`src/rtl/task_scheduler_with_sleep_queue_top_macros.svh`:
```
// Assertion macros shared by the scheduler RTL.
// Expects signals clk and arst_n in the including module.
`ifndef TASK_SCHEDULER_WITH_SLEEP_QUEUE_TOP_MACROS_SVH
`define TASK_SCHEDULER_WITH_SLEEP_QUEUE_TOP_MACROS_SVH

// same-cycle implication
`define TSQ_AST_IMPL(lbl, ante, cons, msg) \
	lbl: assert property (@(posedge clk) disable iff (!arst_n) (ante) |-> (cons)) \
		else $error(msg);

// next-cycle implication
`define TSQ_AST_NEXT(lbl, ante, cons, msg) \
	lbl: assert property (@(posedge clk) disable iff (!arst_n) (ante) |=> (cons)) \
		else $error(msg);

`endif

```
`src/rtl/tsq_pkg.sv`:
```
// Package of the task scheduler: field widths, codes, slot row and the
// controller/datapath command and status structs. No dependencies.
package tsq_pkg;

	localparam int TASK_SLOTS_DEF = 64;

	localparam int OP_W = 3;
	localparam int SLOT_W = 6;
	localparam int PRIO_W = 8;
	localparam int MS_W = 32;
	localparam int TICK_W = 32;
	localparam int TLEN_W = 10;
	localparam int STATE_W = 3;
	localparam int WOKEN_W = 7;
	localparam int STAT_W = 2;
	localparam int CFG_IDX_W = 1;
	localparam int CFG_DATA_W = 10;

	localparam logic [OP_W-1:0] OP_CREATE = 3'd0;
	localparam logic [OP_W-1:0] OP_SCHED = 3'd1;
	localparam logic [OP_W-1:0] OP_BLOCK = 3'd2;
	localparam logic [OP_W-1:0] OP_UNBLOCK = 3'd3;
	localparam logic [OP_W-1:0] OP_SLEEP = 3'd4;
	localparam logic [OP_W-1:0] OP_TICK = 3'd5;

	localparam logic [STATE_W-1:0] ST_FREE = 3'd0;
	localparam logic [STATE_W-1:0] ST_READY = 3'd1;
	localparam logic [STATE_W-1:0] ST_RUNNING = 3'd2;
	localparam logic [STATE_W-1:0] ST_BLOCKED = 3'd3;
	localparam logic [STATE_W-1:0] ST_SLEEPING = 3'd4;
	localparam logic [STATE_W-1:0] ST_WAITING = 3'd5;

	localparam logic [STAT_W-1:0] STAT_OK = 2'd0;
	localparam logic [STAT_W-1:0] STAT_NOFREE = 2'd1;
	localparam logic [STAT_W-1:0] STAT_ILLEGAL = 2'd2;

	localparam logic [CFG_IDX_W-1:0] CFG_TICK_LEN = 1'd0;
	localparam logic [CFG_IDX_W-1:0] CFG_IDLE = 1'd1;
	localparam logic [TLEN_W-1:0] TICK_LEN_RESET = 10'd10;
	localparam logic [SLOT_W-1:0] IDLE_RESET = 6'd0;

	localparam logic [2:0] WR_NONE = 3'd0;
	localparam logic [2:0] WR_CREATE = 3'd1;
	localparam logic [2:0] WR_CUR = 3'd2;
	localparam logic [2:0] WR_PICK = 3'd3;
	localparam logic [2:0] WR_BLOCK = 3'd4;
	localparam logic [2:0] WR_UNBLOCK = 3'd5;
	localparam logic [2:0] WR_SLEEP = 3'd6;

	localparam logic [1:0] RD_CNT = 2'd0;
	localparam logic [1:0] RD_CUR = 2'd1;
	localparam logic [1:0] RD_PICK = 2'd2;
	localparam logic [1:0] RD_SLOT = 2'd3;

	typedef struct packed {
		logic [STATE_W-1:0] state;
		logic [TICK_W-1:0] ticks;
		logic [PRIO_W-1:0] prio;
	} tsq_row_t;

	typedef struct packed {
		logic load;
		logic scan_clr;
		logic scan_rd;
		logic rd_en;
		logic [1:0] rd_sel;
		logic time_inc;
		logic div_start;
		logic [2:0] wr_kind;
		logic st_set;
		logic [STAT_W-1:0] st_code;
		logic res_load;
	} tsq_cmd_t;

	typedef struct packed {
		logic [OP_W-1:0] op;
		logic scan_last;
		logic slot_ok;
		logic cur_ok;
		logic [STATE_W-1:0] row_state;
		logic slot_is_cur;
		logic found;
		logic div_done;
		logic out_busy;
	} tsq_stat_t;

endpackage

```
`src/rtl/tsq_req_if.sv`:
```
// Request channel of the scheduler: one operation per transaction.
// Depends on tsq_pkg.
interface tsq_req_if import tsq_pkg::*; ();
	logic valid;
	logic ready;
	logic [OP_W-1:0] op;
	logic [SLOT_W-1:0] slot;
	logic [PRIO_W-1:0] task_priority;
	logic block_kind;
	logic [MS_W-1:0] sleep_ms;

	modport source(output valid, op, slot, task_priority, block_kind, sleep_ms, input ready);
	modport sink(input valid, op, slot, task_priority, block_kind, sleep_ms, output ready);
endinterface

```
`src/rtl/tsq_rsp_if.sv`:
```
// Response channel of the scheduler: one result per transaction.
// Depends on tsq_pkg.
interface tsq_rsp_if import tsq_pkg::*; ();
	logic valid;
	logic ready;
	logic [SLOT_W-1:0] next_slot;
	logic do_switch;
	logic [SLOT_W-1:0] created_slot;
	logic [WOKEN_W-1:0] woken_count;
	logic [STAT_W-1:0] status;

	modport source(output valid, next_slot, do_switch, created_slot, woken_count, status,
		input ready);
	modport sink(input valid, next_slot, do_switch, created_slot, woken_count, status,
		output ready);
endinterface

```
`src/rtl/tsq_div.sv`:
```
// Radix-2 restoring divider, one quotient bit per cycle.
// Depends on tsq_pkg; a zero divisor divides as one.
module tsq_div import tsq_pkg::*; (
	input logic clk,
	input logic arst_n,
	input logic start,
	input logic [MS_W-1:0] dividend,
	input logic [TLEN_W-1:0] divisor,
	output logic done,
	output logic [MS_W-1:0] quotient
);
	logic busy_q, done_q;
	logic [4:0] cnt_q;
	logic [TLEN_W-1:0] rem_q, dvs_q;
	logic [MS_W-1:0] quo_q;
	logic [TLEN_W:0] trial;
	logic take;

	assign trial = {rem_q, quo_q[MS_W-1]};
	assign take = trial >= {1'b0, dvs_q};

	always_ff @(posedge clk or negedge arst_n) begin
		if (!arst_n) begin
			busy_q <= 1'b0;
			done_q <= 1'b0;
			cnt_q <= '0;
		end else if (start) begin
			busy_q <= 1'b1;
			done_q <= 1'b0;
			cnt_q <= 5'd31;
		end else if (busy_q) begin
			cnt_q <= cnt_q - 5'd1;
			if (cnt_q == 5'd0) begin
				busy_q <= 1'b0;
				done_q <= 1'b1;
			end
		end
	end

	always_ff @(posedge clk) begin
		if (start) begin
			quo_q <= dividend;
			rem_q <= '0;
			dvs_q <= (divisor == '0) ? TLEN_W'(1) : divisor;
		end else if (busy_q) begin
			quo_q <= {quo_q[MS_W-2:0], take};
			rem_q <= take ? TLEN_W'(trial - {1'b0, dvs_q}) : trial[TLEN_W-1:0];
		end
	end

	assign done = done_q;
	assign quotient = quo_q;
endmodule

```
`src/rtl/tsq_dp.sv`:
```
// Scheduler datapath: slot table memory, scan registers, time, config,
// divider and result register. Depends on tsq_pkg, tsq_rsp_if, tsq_div and the assertion macros header.
module tsq_dp import tsq_pkg::*; #(
	parameter int TASK_SLOTS = TASK_SLOTS_DEF
) (
	input logic clk,
	input logic arst_n,
	input logic cfg_we,
	input logic [CFG_IDX_W-1:0] cfg_index,
	input logic [CFG_DATA_W-1:0] cfg_data,
	input logic [OP_W-1:0] op,
	input logic [SLOT_W-1:0] slot,
	input logic [PRIO_W-1:0] task_priority,
	input logic block_kind,
	input logic [MS_W-1:0] sleep_ms,
	input tsq_cmd_t c,
	output tsq_stat_t s,
	tsq_rsp_if.source rsp
);
	`include "task_scheduler_with_sleep_queue_top_macros.svh"

	localparam int AW = (TASK_SLOTS > 1) ? $clog2(TASK_SLOTS) : 1;
	typedef logic [AW-1:0] addr_t;

	tsq_row_t mem [TASK_SLOTS];
	logic [TASK_SLOTS-1:0] vld_q;

	logic [OP_W-1:0] op_q;
	logic [SLOT_W-1:0] slot_q, cur0_q, current_q, idle_q, cr_q;
	logic [PRIO_W-1:0] prio_q;
	logic kind_q;
	logic [MS_W-1:0] ms_q;
	logic [TLEN_W-1:0] tick_len_q;
	logic [TICK_W-1:0] time_q, best_ticks_q;
	addr_t cnt_q, idx_s1, best_q;
	logic scan_s1, found_q, sw_q;
	logic [8:0] woken_q;
	logic [STAT_W-1:0] st_q;
	tsq_row_t row_q, row_e, wr_row;
	logic rvld_q;
	logic out_valid_q;
	logic [SLOT_W-1:0] o_next_q, o_cr_q;
	logic o_sw_q;
	logic [WOKEN_W-1:0] o_woken_q;
	logic [STAT_W-1:0] o_st_q;

	logic wr_en;
	addr_t wr_addr, rd_addr;
	logic [8:0] pick_full;
	logic ev_free, ev_sched, ev_wake;
	logic div_done;
	logic [MS_W-1:0] quo;
	logic [TICK_W-1:0] wake_t;

	function automatic logic in_rng(input logic [8:0] v);
		return v < 9'(TASK_SLOTS);
	endfunction

	tsq_div u_div (
		.clk(clk),
		.arst_n(arst_n),
		.start(c.div_start),
		.dividend(ms_q),
		.divisor(tick_len_q),
		.done(div_done),
		.quotient(quo)
	);

	assign row_e = rvld_q ? row_q : '0;
	assign pick_full = found_q ? 9'(best_q) : 9'(idle_q);
	assign wake_t = (quo == '0) ? TICK_W'(1) : quo;

	assign ev_free = scan_s1 && op_q == OP_CREATE && row_e.state == ST_FREE && !found_q;
	assign ev_sched = scan_s1 && op_q != OP_CREATE && op_q != OP_TICK &&
		row_e.state == ST_READY && 9'(idx_s1) != 9'(cur0_q) &&
		(!found_q || row_e.ticks > best_ticks_q);
	assign ev_wake = scan_s1 && op_q == OP_TICK && row_e.state == ST_SLEEPING &&
		row_e.ticks <= time_q;

	always_comb begin
		case (c.rd_sel)
			RD_CNT: rd_addr = cnt_q;
			RD_CUR: rd_addr = addr_t'(cur0_q);
			RD_PICK: rd_addr = addr_t'(pick_full);
			default: rd_addr = addr_t'(slot_q);
		endcase
	end

	always_comb begin
		wr_en = 1'b0;
		wr_addr = idx_s1;
		wr_row = row_e;
		if (ev_wake) begin
			wr_en = 1'b1;
			wr_row.state = ST_READY;
			wr_row.ticks = '0;
		end
		case (c.wr_kind)
			WR_CREATE: begin
				wr_en = found_q;
				wr_addr = best_q;
				wr_row.state = ST_READY;
				wr_row.ticks = TICK_W'(prio_q);
				wr_row.prio = prio_q;
			end
			WR_CUR: begin
				wr_en = in_rng(9'(cur0_q));
				wr_addr = addr_t'(cur0_q);
				if (row_e.state == ST_RUNNING)
					wr_row.state = ST_READY;
				if (row_e.ticks == '0)
					wr_row.ticks = TICK_W'(row_e.prio);
			end
			WR_PICK: begin
				wr_en = in_rng(pick_full) && row_e.state != ST_FREE;
				wr_addr = addr_t'(pick_full);
				wr_row.state = ST_RUNNING;
			end
			WR_BLOCK: begin
				wr_en = 1'b1;
				wr_addr = addr_t'(slot_q);
				wr_row.state = kind_q ? ST_WAITING : ST_BLOCKED;
			end
			WR_UNBLOCK: begin
				wr_en = 1'b1;
				wr_addr = addr_t'(slot_q);
				wr_row.state = ST_READY;
			end
			WR_SLEEP: begin
				wr_en = 1'b1;
				wr_addr = addr_t'(cur0_q);
				wr_row.state = ST_SLEEPING;
				wr_row.ticks = time_q + wake_t;
			end
			default: ;
		endcase
	end

	always_ff @(posedge clk) begin
		if (wr_en)
			mem[wr_addr] <= wr_row;
		if (c.rd_en)
			row_q <= mem[rd_addr];
		if (c.res_load) begin
			o_next_q <= current_q;
			o_sw_q <= sw_q;
			o_cr_q <= cr_q;
			o_woken_q <= woken_q[WOKEN_W-1:0];
			o_st_q <= st_q;
		end
		if (c.load) begin
			slot_q <= slot;
			prio_q <= task_priority;
			kind_q <= block_kind;
			ms_q <= sleep_ms;
		end
		idx_s1 <= cnt_q;
		if (ev_free || ev_sched) begin
			best_q <= idx_s1;
			best_ticks_q <= row_e.ticks;
		end
	end

	always_ff @(posedge clk or negedge arst_n) begin
		if (!arst_n) begin
			vld_q <= '0;
			rvld_q <= 1'b0;
			op_q <= OP_CREATE;
			cur0_q <= IDLE_RESET;
			current_q <= IDLE_RESET;
			idle_q <= IDLE_RESET;
			tick_len_q <= TICK_LEN_RESET;
			time_q <= '0;
			cnt_q <= '0;
			scan_s1 <= 1'b0;
			found_q <= 1'b0;
			woken_q <= '0;
			sw_q <= 1'b0;
			cr_q <= '0;
			st_q <= STAT_OK;
			out_valid_q <= 1'b0;
		end else begin
			if (cfg_we && cfg_index == CFG_TICK_LEN)
				tick_len_q <= cfg_data[TLEN_W-1:0];
			if (cfg_we && cfg_index == CFG_IDLE)
				idle_q <= cfg_data[SLOT_W-1:0];
			if (wr_en)
				vld_q[wr_addr] <= 1'b1;
			if (c.rd_en)
				rvld_q <= vld_q[rd_addr];
			if (c.load) begin
				op_q <= op;
				cur0_q <= current_q;
				woken_q <= '0;
				sw_q <= 1'b0;
				cr_q <= '0;
				st_q <= STAT_OK;
			end
			if (c.time_inc)
				time_q <= time_q + TICK_W'(1);
			scan_s1 <= c.scan_rd;
			if (c.scan_clr) begin
				cnt_q <= '0;
				found_q <= 1'b0;
			end else if (c.scan_rd)
				cnt_q <= cnt_q + addr_t'(1);
			if (ev_free || ev_sched)
				found_q <= 1'b1;
			if (ev_wake)
				woken_q <= woken_q + 9'd1;
			if (c.wr_kind == WR_CREATE && found_q)
				cr_q <= SLOT_W'(best_q);
			if (c.wr_kind == WR_PICK) begin
				current_q <= pick_full[SLOT_W-1:0];
				sw_q <= pick_full[SLOT_W-1:0] != cur0_q;
			end
			if (c.st_set)
				st_q <= c.st_code;
			if (c.res_load)
				out_valid_q <= 1'b1;
			else if (rsp.ready)
				out_valid_q <= 1'b0;
		end
	end

	assign s.op = op_q;
	assign s.scan_last = cnt_q == addr_t'(TASK_SLOTS - 1);
	assign s.slot_ok = in_rng(9'(slot_q));
	assign s.cur_ok = in_rng(9'(cur0_q));
	assign s.row_state = row_e.state;
	assign s.slot_is_cur = slot_q == cur0_q;
	assign s.found = found_q;
	assign s.div_done = div_done;
	assign s.out_busy = out_valid_q && !rsp.ready;

	assign rsp.valid = out_valid_q;
	assign rsp.next_slot = o_next_q;
	assign rsp.do_switch = o_sw_q;
	assign rsp.created_slot = o_cr_q;
	assign rsp.woken_count = o_woken_q;
	assign rsp.status = o_st_q;

	`TSQ_AST_IMPL(a_no_rw_clash, wr_en && c.rd_en, wr_addr != rd_addr, "slot table read/write clash")
	`TSQ_AST_IMPL(a_sw_match, c.res_load, sw_q == (current_q != cur0_q), "switch flag mismatch")
	`TSQ_AST_IMPL(a_woken_bound, 1'b1, woken_q <= 9'(TASK_SLOTS), "woken count overflow")
endmodule

```
`src/rtl/tsq_ctrl.sv`:
```
// Scheduler controller: sequences scans, read-modify-writes and the divider.
// Depends on tsq_pkg; drives tsq_dp through tsq_cmd_t.
module tsq_ctrl import tsq_pkg::*; (
	input logic clk,
	input logic arst_n,
	input logic req_valid,
	output logic req_ready,
	input tsq_stat_t s,
	output tsq_cmd_t c
);
	localparam logic [4:0] S_IDLE = 5'd0;
	localparam logic [4:0] S_DISP = 5'd1;
	localparam logic [4:0] S_SSTART = 5'd2;
	localparam logic [4:0] S_SCAN = 5'd3;
	localparam logic [4:0] S_SCEND = 5'd4;
	localparam logic [4:0] S_CRWR = 5'd5;
	localparam logic [4:0] S_RDCUR = 5'd6;
	localparam logic [4:0] S_WRCUR = 5'd7;
	localparam logic [4:0] S_RDPICK = 5'd8;
	localparam logic [4:0] S_WRPICK = 5'd9;
	localparam logic [4:0] S_BLRD = 5'd10;
	localparam logic [4:0] S_BLCHK = 5'd11;
	localparam logic [4:0] S_UBRD = 5'd12;
	localparam logic [4:0] S_UBCHK = 5'd13;
	localparam logic [4:0] S_SLRD = 5'd14;
	localparam logic [4:0] S_SLCHK = 5'd15;
	localparam logic [4:0] S_SLDIV = 5'd16;
	localparam logic [4:0] S_DONE = 5'd17;

	logic [4:0] state_q, nxt;

	always_comb begin
		c = '0;
		nxt = state_q;
		req_ready = state_q == S_IDLE;
		unique case (state_q)
			S_IDLE: begin
				if (req_valid) begin
					c.load = 1'b1;
					nxt = S_DISP;
				end
			end
			S_DISP: begin
				unique case (s.op)
					OP_CREATE: begin
						c.scan_clr = 1'b1;
						nxt = S_SCAN;
					end
					OP_SCHED: nxt = S_SSTART;
					OP_BLOCK: nxt = S_BLRD;
					OP_UNBLOCK: nxt = S_UBRD;
					OP_SLEEP: nxt = S_SLRD;
					OP_TICK: begin
						c.time_inc = 1'b1;
						c.scan_clr = 1'b1;
						nxt = S_SCAN;
					end
					default: begin
						c.st_set = 1'b1;
						c.st_code = STAT_ILLEGAL;
						nxt = S_DONE;
					end
				endcase
			end
			S_SSTART: begin
				c.scan_clr = 1'b1;
				nxt = S_SCAN;
			end
			S_SCAN: begin
				c.scan_rd = 1'b1;
				c.rd_en = 1'b1;
				c.rd_sel = RD_CNT;
				if (s.scan_last)
					nxt = S_SCEND;
			end
			S_SCEND: begin
				if (s.op == OP_CREATE)
					nxt = S_CRWR;
				else if (s.op == OP_TICK)
					nxt = S_DONE;
				else
					nxt = S_RDCUR;
			end
			S_CRWR: begin
				c.wr_kind = WR_CREATE;
				if (!s.found) begin
					c.st_set = 1'b1;
					c.st_code = STAT_NOFREE;
				end
				nxt = S_DONE;
			end
			S_RDCUR: begin
				c.rd_en = 1'b1;
				c.rd_sel = RD_CUR;
				nxt = S_WRCUR;
			end
			S_WRCUR: begin
				c.wr_kind = WR_CUR;
				nxt = S_RDPICK;
			end
			S_RDPICK: begin
				c.rd_en = 1'b1;
				c.rd_sel = RD_PICK;
				nxt = S_WRPICK;
			end
			S_WRPICK: begin
				c.wr_kind = WR_PICK;
				nxt = S_DONE;
			end
			S_BLRD, S_UBRD: begin
				if (s.slot_ok) begin
					c.rd_en = 1'b1;
					c.rd_sel = RD_SLOT;
					nxt = (state_q == S_BLRD) ? S_BLCHK : S_UBCHK;
				end else begin
					c.st_set = 1'b1;
					c.st_code = STAT_ILLEGAL;
					nxt = S_DONE;
				end
			end
			S_BLCHK: begin
				if (s.row_state == ST_READY || s.row_state == ST_RUNNING) begin
					c.wr_kind = WR_BLOCK;
					nxt = s.slot_is_cur ? S_SSTART : S_DONE;
				end else begin
					c.st_set = 1'b1;
					c.st_code = STAT_ILLEGAL;
					nxt = S_DONE;
				end
			end
			S_UBCHK: begin
				if (s.row_state == ST_BLOCKED || s.row_state == ST_SLEEPING ||
					s.row_state == ST_WAITING) begin
					c.wr_kind = WR_UNBLOCK;
				end else begin
					c.st_set = 1'b1;
					c.st_code = STAT_ILLEGAL;
				end
				nxt = S_DONE;
			end
			S_SLRD: begin
				if (s.cur_ok) begin
					c.rd_en = 1'b1;
					c.rd_sel = RD_CUR;
					c.div_start = 1'b1;
					nxt = S_SLCHK;
				end else begin
					c.st_set = 1'b1;
					c.st_code = STAT_ILLEGAL;
					nxt = S_DONE;
				end
			end
			S_SLCHK: begin
				if (s.row_state == ST_READY || s.row_state == ST_RUNNING)
					nxt = S_SLDIV;
				else begin
					c.st_set = 1'b1;
					c.st_code = STAT_ILLEGAL;
					nxt = S_DONE;
				end
			end
			S_SLDIV: begin
				if (s.div_done) begin
					c.wr_kind = WR_SLEEP;
					nxt = S_SSTART;
				end
			end
			S_DONE: begin
				if (!s.out_busy) begin
					c.res_load = 1'b1;
					nxt = S_IDLE;
				end
			end
			default: nxt = S_IDLE;
		endcase
	end

	always_ff @(posedge clk or negedge arst_n) begin
		if (!arst_n)
			state_q <= S_IDLE;
		else
			state_q <= nxt;
	end
endmodule

```
`src/rtl/task_scheduler_with_sleep_queue_top.sv`:
```
// Top level of the task scheduler with sleep queue.
// Depends on tsq_pkg, tsq_req_if, tsq_rsp_if, tsq_ctrl, tsq_dp.
//
// Usage: each req transaction carries one operation (create, schedule,
// block, unblock, sleep current, tick); exactly one rsp transaction
// answers it, in order. req is taken only when no operation is in flight;
// a result may still wait on rsp while the next request is accepted.
// Create and tick scan the table, one slot table read per cycle; schedule
// scans it, then updates the current and picked rows; block of the current
// task adds a schedule; sleep runs the bit-serial divider, then a schedule.
// One op at a time. cfg_we writes tick_length_ms (index 0) or idle_slot
// (index 1); the user must write only while idle, not enforced by the
// block. Reset clears the slot table valid bits, so every slot reads free;
// time, current slot and config return to their defaults. When rsp stalls,
// the block holds its finished result and waits before loading the next.
module task_scheduler_with_sleep_queue_top import tsq_pkg::*; #(
	parameter int TASK_SLOTS = TASK_SLOTS_DEF
) (
	input logic clk,
	input logic arst_n,
	input logic cfg_we,
	input logic [CFG_IDX_W-1:0] cfg_index,
	input logic [CFG_DATA_W-1:0] cfg_data,
	tsq_req_if.sink req,
	tsq_rsp_if.source rsp
);
	tsq_cmd_t cmd_w;
	tsq_stat_t stat_w;
	logic req_ready;

	assign req.ready = req_ready;

	tsq_ctrl u_ctrl (
		.clk(clk),
		.arst_n(arst_n),
		.req_valid(req.valid),
		.req_ready(req_ready),
		.s(stat_w),
		.c(cmd_w)
	);

	tsq_dp #(.TASK_SLOTS(TASK_SLOTS)) u_dp (
		.clk(clk),
		.arst_n(arst_n),
		.cfg_we(cfg_we),
		.cfg_index(cfg_index),
		.cfg_data(cfg_data),
		.op(req.op),
		.slot(req.slot),
		.task_priority(req.task_priority),
		.block_kind(req.block_kind),
		.sleep_ms(req.sleep_ms),
		.c(cmd_w),
		.s(stat_w),
		.rsp(rsp)
	);
endmodule

```
`src/flat_wrapper.sv`:
```
// flat-port wrapper written by rule: the top's interface ports become plain ports
module task_scheduler_with_sleep_queue_top_flat import tsq_pkg::*;
#(
	parameter int TASK_SLOTS = TASK_SLOTS_DEF
)
  (clk, arst_n, cfg_we, cfg_index, cfg_data, req_valid, req_op, req_slot, req_task_priority, req_block_kind, req_sleep_ms, req_ready, rsp_valid, rsp_next_slot, rsp_do_switch, rsp_created_slot, rsp_woken_count, rsp_status, rsp_ready);
  tsq_req_if req_i ();
  tsq_rsp_if rsp_i ();
  input logic clk;
  input logic arst_n;
  input logic cfg_we;
  input logic [CFG_IDX_W-1:0] cfg_index;
  input logic [CFG_DATA_W-1:0] cfg_data;
  input wire logic [$bits(req_i.valid)-1:0] req_valid;
  input wire logic [$bits(req_i.op)-1:0] req_op;
  input wire logic [$bits(req_i.slot)-1:0] req_slot;
  input wire logic [$bits(req_i.task_priority)-1:0] req_task_priority;
  input wire logic [$bits(req_i.block_kind)-1:0] req_block_kind;
  input wire logic [$bits(req_i.sleep_ms)-1:0] req_sleep_ms;
  output wire logic [$bits(req_i.ready)-1:0] req_ready;
  output wire logic [$bits(rsp_i.valid)-1:0] rsp_valid;
  output wire logic [$bits(rsp_i.next_slot)-1:0] rsp_next_slot;
  output wire logic [$bits(rsp_i.do_switch)-1:0] rsp_do_switch;
  output wire logic [$bits(rsp_i.created_slot)-1:0] rsp_created_slot;
  output wire logic [$bits(rsp_i.woken_count)-1:0] rsp_woken_count;
  output wire logic [$bits(rsp_i.status)-1:0] rsp_status;
  input wire logic [$bits(rsp_i.ready)-1:0] rsp_ready;
  assign req_i.valid = req_valid;
  assign req_i.op = req_op;
  assign req_i.slot = req_slot;
  assign req_i.task_priority = req_task_priority;
  assign req_i.block_kind = req_block_kind;
  assign req_i.sleep_ms = req_sleep_ms;
  assign req_ready = req_i.ready;
  assign rsp_valid = rsp_i.valid;
  assign rsp_next_slot = rsp_i.next_slot;
  assign rsp_do_switch = rsp_i.do_switch;
  assign rsp_created_slot = rsp_i.created_slot;
  assign rsp_woken_count = rsp_i.woken_count;
  assign rsp_status = rsp_i.status;
  assign rsp_i.ready = rsp_ready;
  task_scheduler_with_sleep_queue_top #(.TASK_SLOTS(TASK_SLOTS)) u_core (.clk(clk), .arst_n(arst_n), .cfg_we(cfg_we), .cfg_index(cfg_index), .cfg_data(cfg_data), .req(req_i), .rsp(rsp_i));
endmodule
```
`config.mk`:
```
export PLATFORM = sky130hd
export DESIGN_NAME = task_scheduler_with_sleep_queue_top_flat
export DESIGN_NICKNAME = d
export VERILOG_FILES = /design/src/rtl/tsq_pkg.sv /design/src/rtl/tsq_req_if.sv /design/src/rtl/tsq_rsp_if.sv /design/src/rtl/tsq_div.sv /design/src/rtl/tsq_dp.sv /design/src/rtl/tsq_ctrl.sv /design/src/rtl/task_scheduler_with_sleep_queue_top.sv /design/src/flat_wrapper.sv
export VERILOG_INCLUDE_DIRS = /design/src /design/src/rtl
export SDC_FILE = /design/constraint.sdc
export NUM_CORES = 2
export LEC_CHECK = 0
export BUFFER_PORTS_ARGS = -buffer_cell sky130_fd_sc_hd__buf_4
export CAP_MARGIN = 20
export CORE_UTILIZATION = 50
export DETAILED_ROUTE_END_ITERATION = 6
export PLACE_DENSITY = 0.68
export SETUP_SLACK_MARGIN = 0.3
export SLEW_MARGIN = 20
export SYNTH_ARGS = -nofsm -noshare
export SYNTH_HDL_FRONTEND = slang
export SYNTH_SLANG_ARGS = --single-unit
```
`constraint.sdc`:
```
create_clock -name clk -period 6.3 [get_ports clk]
set_clock_uncertainty 0.2 [all_clocks]
set_input_delay 1.26 -clock clk [delete_from_list [all_inputs] [get_ports clk]]
set_output_delay 1.26 -clock clk [all_outputs]
set_load 0.02 [all_outputs]
```
==> reports/metrics.cfg <==
[layout]
drive_above_1_share_pct=11.42
nNetsFinal=10377
stdcell_count=13811
fillers=19714
syn_to_final_growth_pct=13.43

[worst_setup_path]
cp_max_fo=53
cp-end-kind=flip-flop
cp-start-kind=flip-flop
crit_type=reg -> reg
crit_arrival_ps=6350
cp.required_ps=6750

[synthesis]
ys_seq_area_share_pct=72.39
yosysWarnings=0
synth-seq-cells=3125
synth.distinct_cells=94
synth-edff-count=2944
synthCells=10058
synth_nets=10233
syn-cell-area_um2=128300
synth-async-reset-ratio_pct=5.280
synthFlopType=edfxtp_1
avgSynthCellArea_um2=12.75

[clocking]
cts_sinks=3125
cts-root-buf=clkbuf_16
numCtsBuffers=330
clockBufferDepth=4
post_cts_buffers=0
clk_pin_slew_ps=60
cts_tree=built
clock_latency_ps=980
htreeDepth=5

[route]
vias_per_cell=6.231
dr.pass1.iters=7
drc=5
wire_per_inst_um=27.19
wirelength_mm=375.6
ant_nets=0
num_vias=86058
drtIter0Drc=12569

[placed_design]
place_inst=13232
hpwl_mm=218.0
portBuffers=89
gp_congestion=0.9430

[die]
fp.dieW_um=508.5
die_height_um=508.5
start_util_pct=50.38
num_rows=185
core_um2=254600
die_area_um2=258600
ios=90

[global_routing]
overflow=0
grt_max_degree=127
grt_pass1_wl_mm=546.0
antenna_found_initial=18
grt_usage_pct=28.65
grt_pass1_vias=81683

[timing]
finalMaxSlewViolations=0
setup_viol=0
finalCriticalPeriod_ps=5899
period_share_pct=93.64
rsz0062_at_grt=no
hold_viol=0
tightest_slew_ps=1194
finalSetupTns_ps=0
fmax_mhz=169.5
slew_headroom_pct=20.39

[pwr]
leakagePower_uw=0.05189
power.density_nw_per_um2=475.0
ir_worst_vdd_uv=416.4

[flow_run]
maxCapViolCount=0

[run_status]
status=complete, but fails checks
violations=DRC

[min_path]
hold_class=in -> async

layout by cell type, fill, tap and decap left out, types with 84 or more instances in the layout:
cell type,count
edfxtp_1,2944
a21oi_1,383
nand4_1,104
nand3_1,1446
inv_1,114
dfrtp_1,163
clkbuf_16,334
nand2_1,2774
nor2_1,119
buf_12,106
buf_4,359
ha_1,107
o21ai_0,84
cells in the mapped netlist (98+ instances only):
master / number / area share, %
a21oi_1: 388 / 1.5
buf_2: 238 / 0.93
clkbuf_1: 318 / 0.93
dfrtp_1: 163 / 3.2
edfxtp_1: 2944 / 69
ha_1: 107 / 1.0
inv_1: 115 / 0.34
nand2_1: 2779 / 8.1
nand3_1: 1448 / 5.6
nand4_1: 104 / 0.51
nor2_1: 136 / 0.40
nor3_1: 98 / 0.38
cells by family after synthesis:
| group | after synthesis | share of synthesized area [%] |
|---|---|---|
| AO/OA/AOI/OAI | 956 | 4.938 |
| XOR/XNOR | 93 | 0.6350 |
| adder cells (fa/ha/maj) | 110 | 1.083 |
| buffers and inverters | 773 | 2.632 |
| flip-flops | 3125 | 72.39 |
| multiplexers | 145 | 1.735 |
| AND/OR/NAND/NOR | 4856 | 16.59 |
metal layers:
metal	GRT usage [%]	vias to the layer above	wire length [um]
met5	0	-	46
met4	9.638	6	12460
met3	6.019	778	43290
met2	44.76	5317	174600
met1	40.08	42913	145100
li1	-	37044	-
worst max-delay path: stages, from the launching register on:
cell	delay [ps]
dfrtp_1	690
nor2_1	610
a211oi_2	330
a31oi_4	660
buf_4	310
buf_12	290
mux4_2	550
a32oi_1	210
nand4_1	680
nand4_1	710
nand2_1	320
worst paths after layout:
check                                         startpoint                               to  slack (ps)  depth (start not counted)
worst max-delay path            u_core.u_ctrl.state_q[1]            u_core.u_dp.row_q[21]         400                         10
worst min-delay path                              arst_n         u_core.u_ctrl.state_q[1]         150                          1
worst max register to register  u_core.u_ctrl.state_q[1]            u_core.u_dp.row_q[21]         400                         10
worst min register to register       u_core.u_dp.cr_q[1]  u_core.u_dp.rsp.created_slot[1]         240                          0
max in group asynchronous                         arst_n        u_core.u_dp.tick_len_q[1]        4810                          2
min in group clk                     u_core.u_dp.cr_q[1]  u_core.u_dp.rsp.created_slot[1]         240                          0
cell type report:
type | count | area [um^2] | share of cell area [%]
multi-input combinational | 6161 | 33110 | 22.76
timing repair buffer | 468 | 4883 | 3.356
tap | 3366 | 4212 | 2.894
clock buffer | 424 | 8766 | 6.025
antenna | 10 | 25.02 | 0.01720
sequential | 3125 | 92860 | 63.82
inverter | 116 | 435.4 | 0.2993
clock inverter | 141 | 1215 | 0.8350
registers in the layout (all words and copies together), names as in the netlist, 7 cells and up:
signal / flops
u_core.u_dp.vld_q: 64
u_core.u_dp.ms_q: 32
u_core.u_dp.u_div.quotient: 32
u_core.u_dp.woken_q: 7
u_core.u_dp.rsp.woken_count: 7
u_core.u_dp.u_div.rem_q: 10
u_core.u_dp.time_q: 32
u_core.u_dp.u_div.dvs_q: 10
u_core.u_dp.prio_q: 8
u_core.u_dp.best_ticks_q: 32
u_core.u_dp.tick_len_q: 10
u_core.u_dp.row_q: 43
u_core.u_dp.mem: 2752
repair_timing:
| action | 4_1_cts | 5_1_grt |
|---|---|---|
| hold buffers | 0 | 0 |
| endpoints found under the setup margin | 0 | 2 |
| resized for setup | 0 | 2 |
power by group:
| part | internal [uW] | switching, uW |
|---|---|---|
| sequential | 26900 | 580 |
| clock | 10500 | 7800 |
| combinational | 6060 | 17300 |
| total | 43500 | 25700 |
stage by stage:
stage                     power [uW]  setup WS, ps  util (%)  hold slack, ps  area [um^2]
final                          69120         400.6     57.15           149.8       145500
after detailed placement       50450         554.5     53.17           239.2       135400
after CTS                      68600         568.1     57.09           169.1       145400
after global placement         50000         584.9     53.17           221.1       135400
after global routing           71400         413.9     57.14           213.1       145500
after floorplan                40720        -507.8         -           189.7       128400
Power figures use the tool's default switching activity.
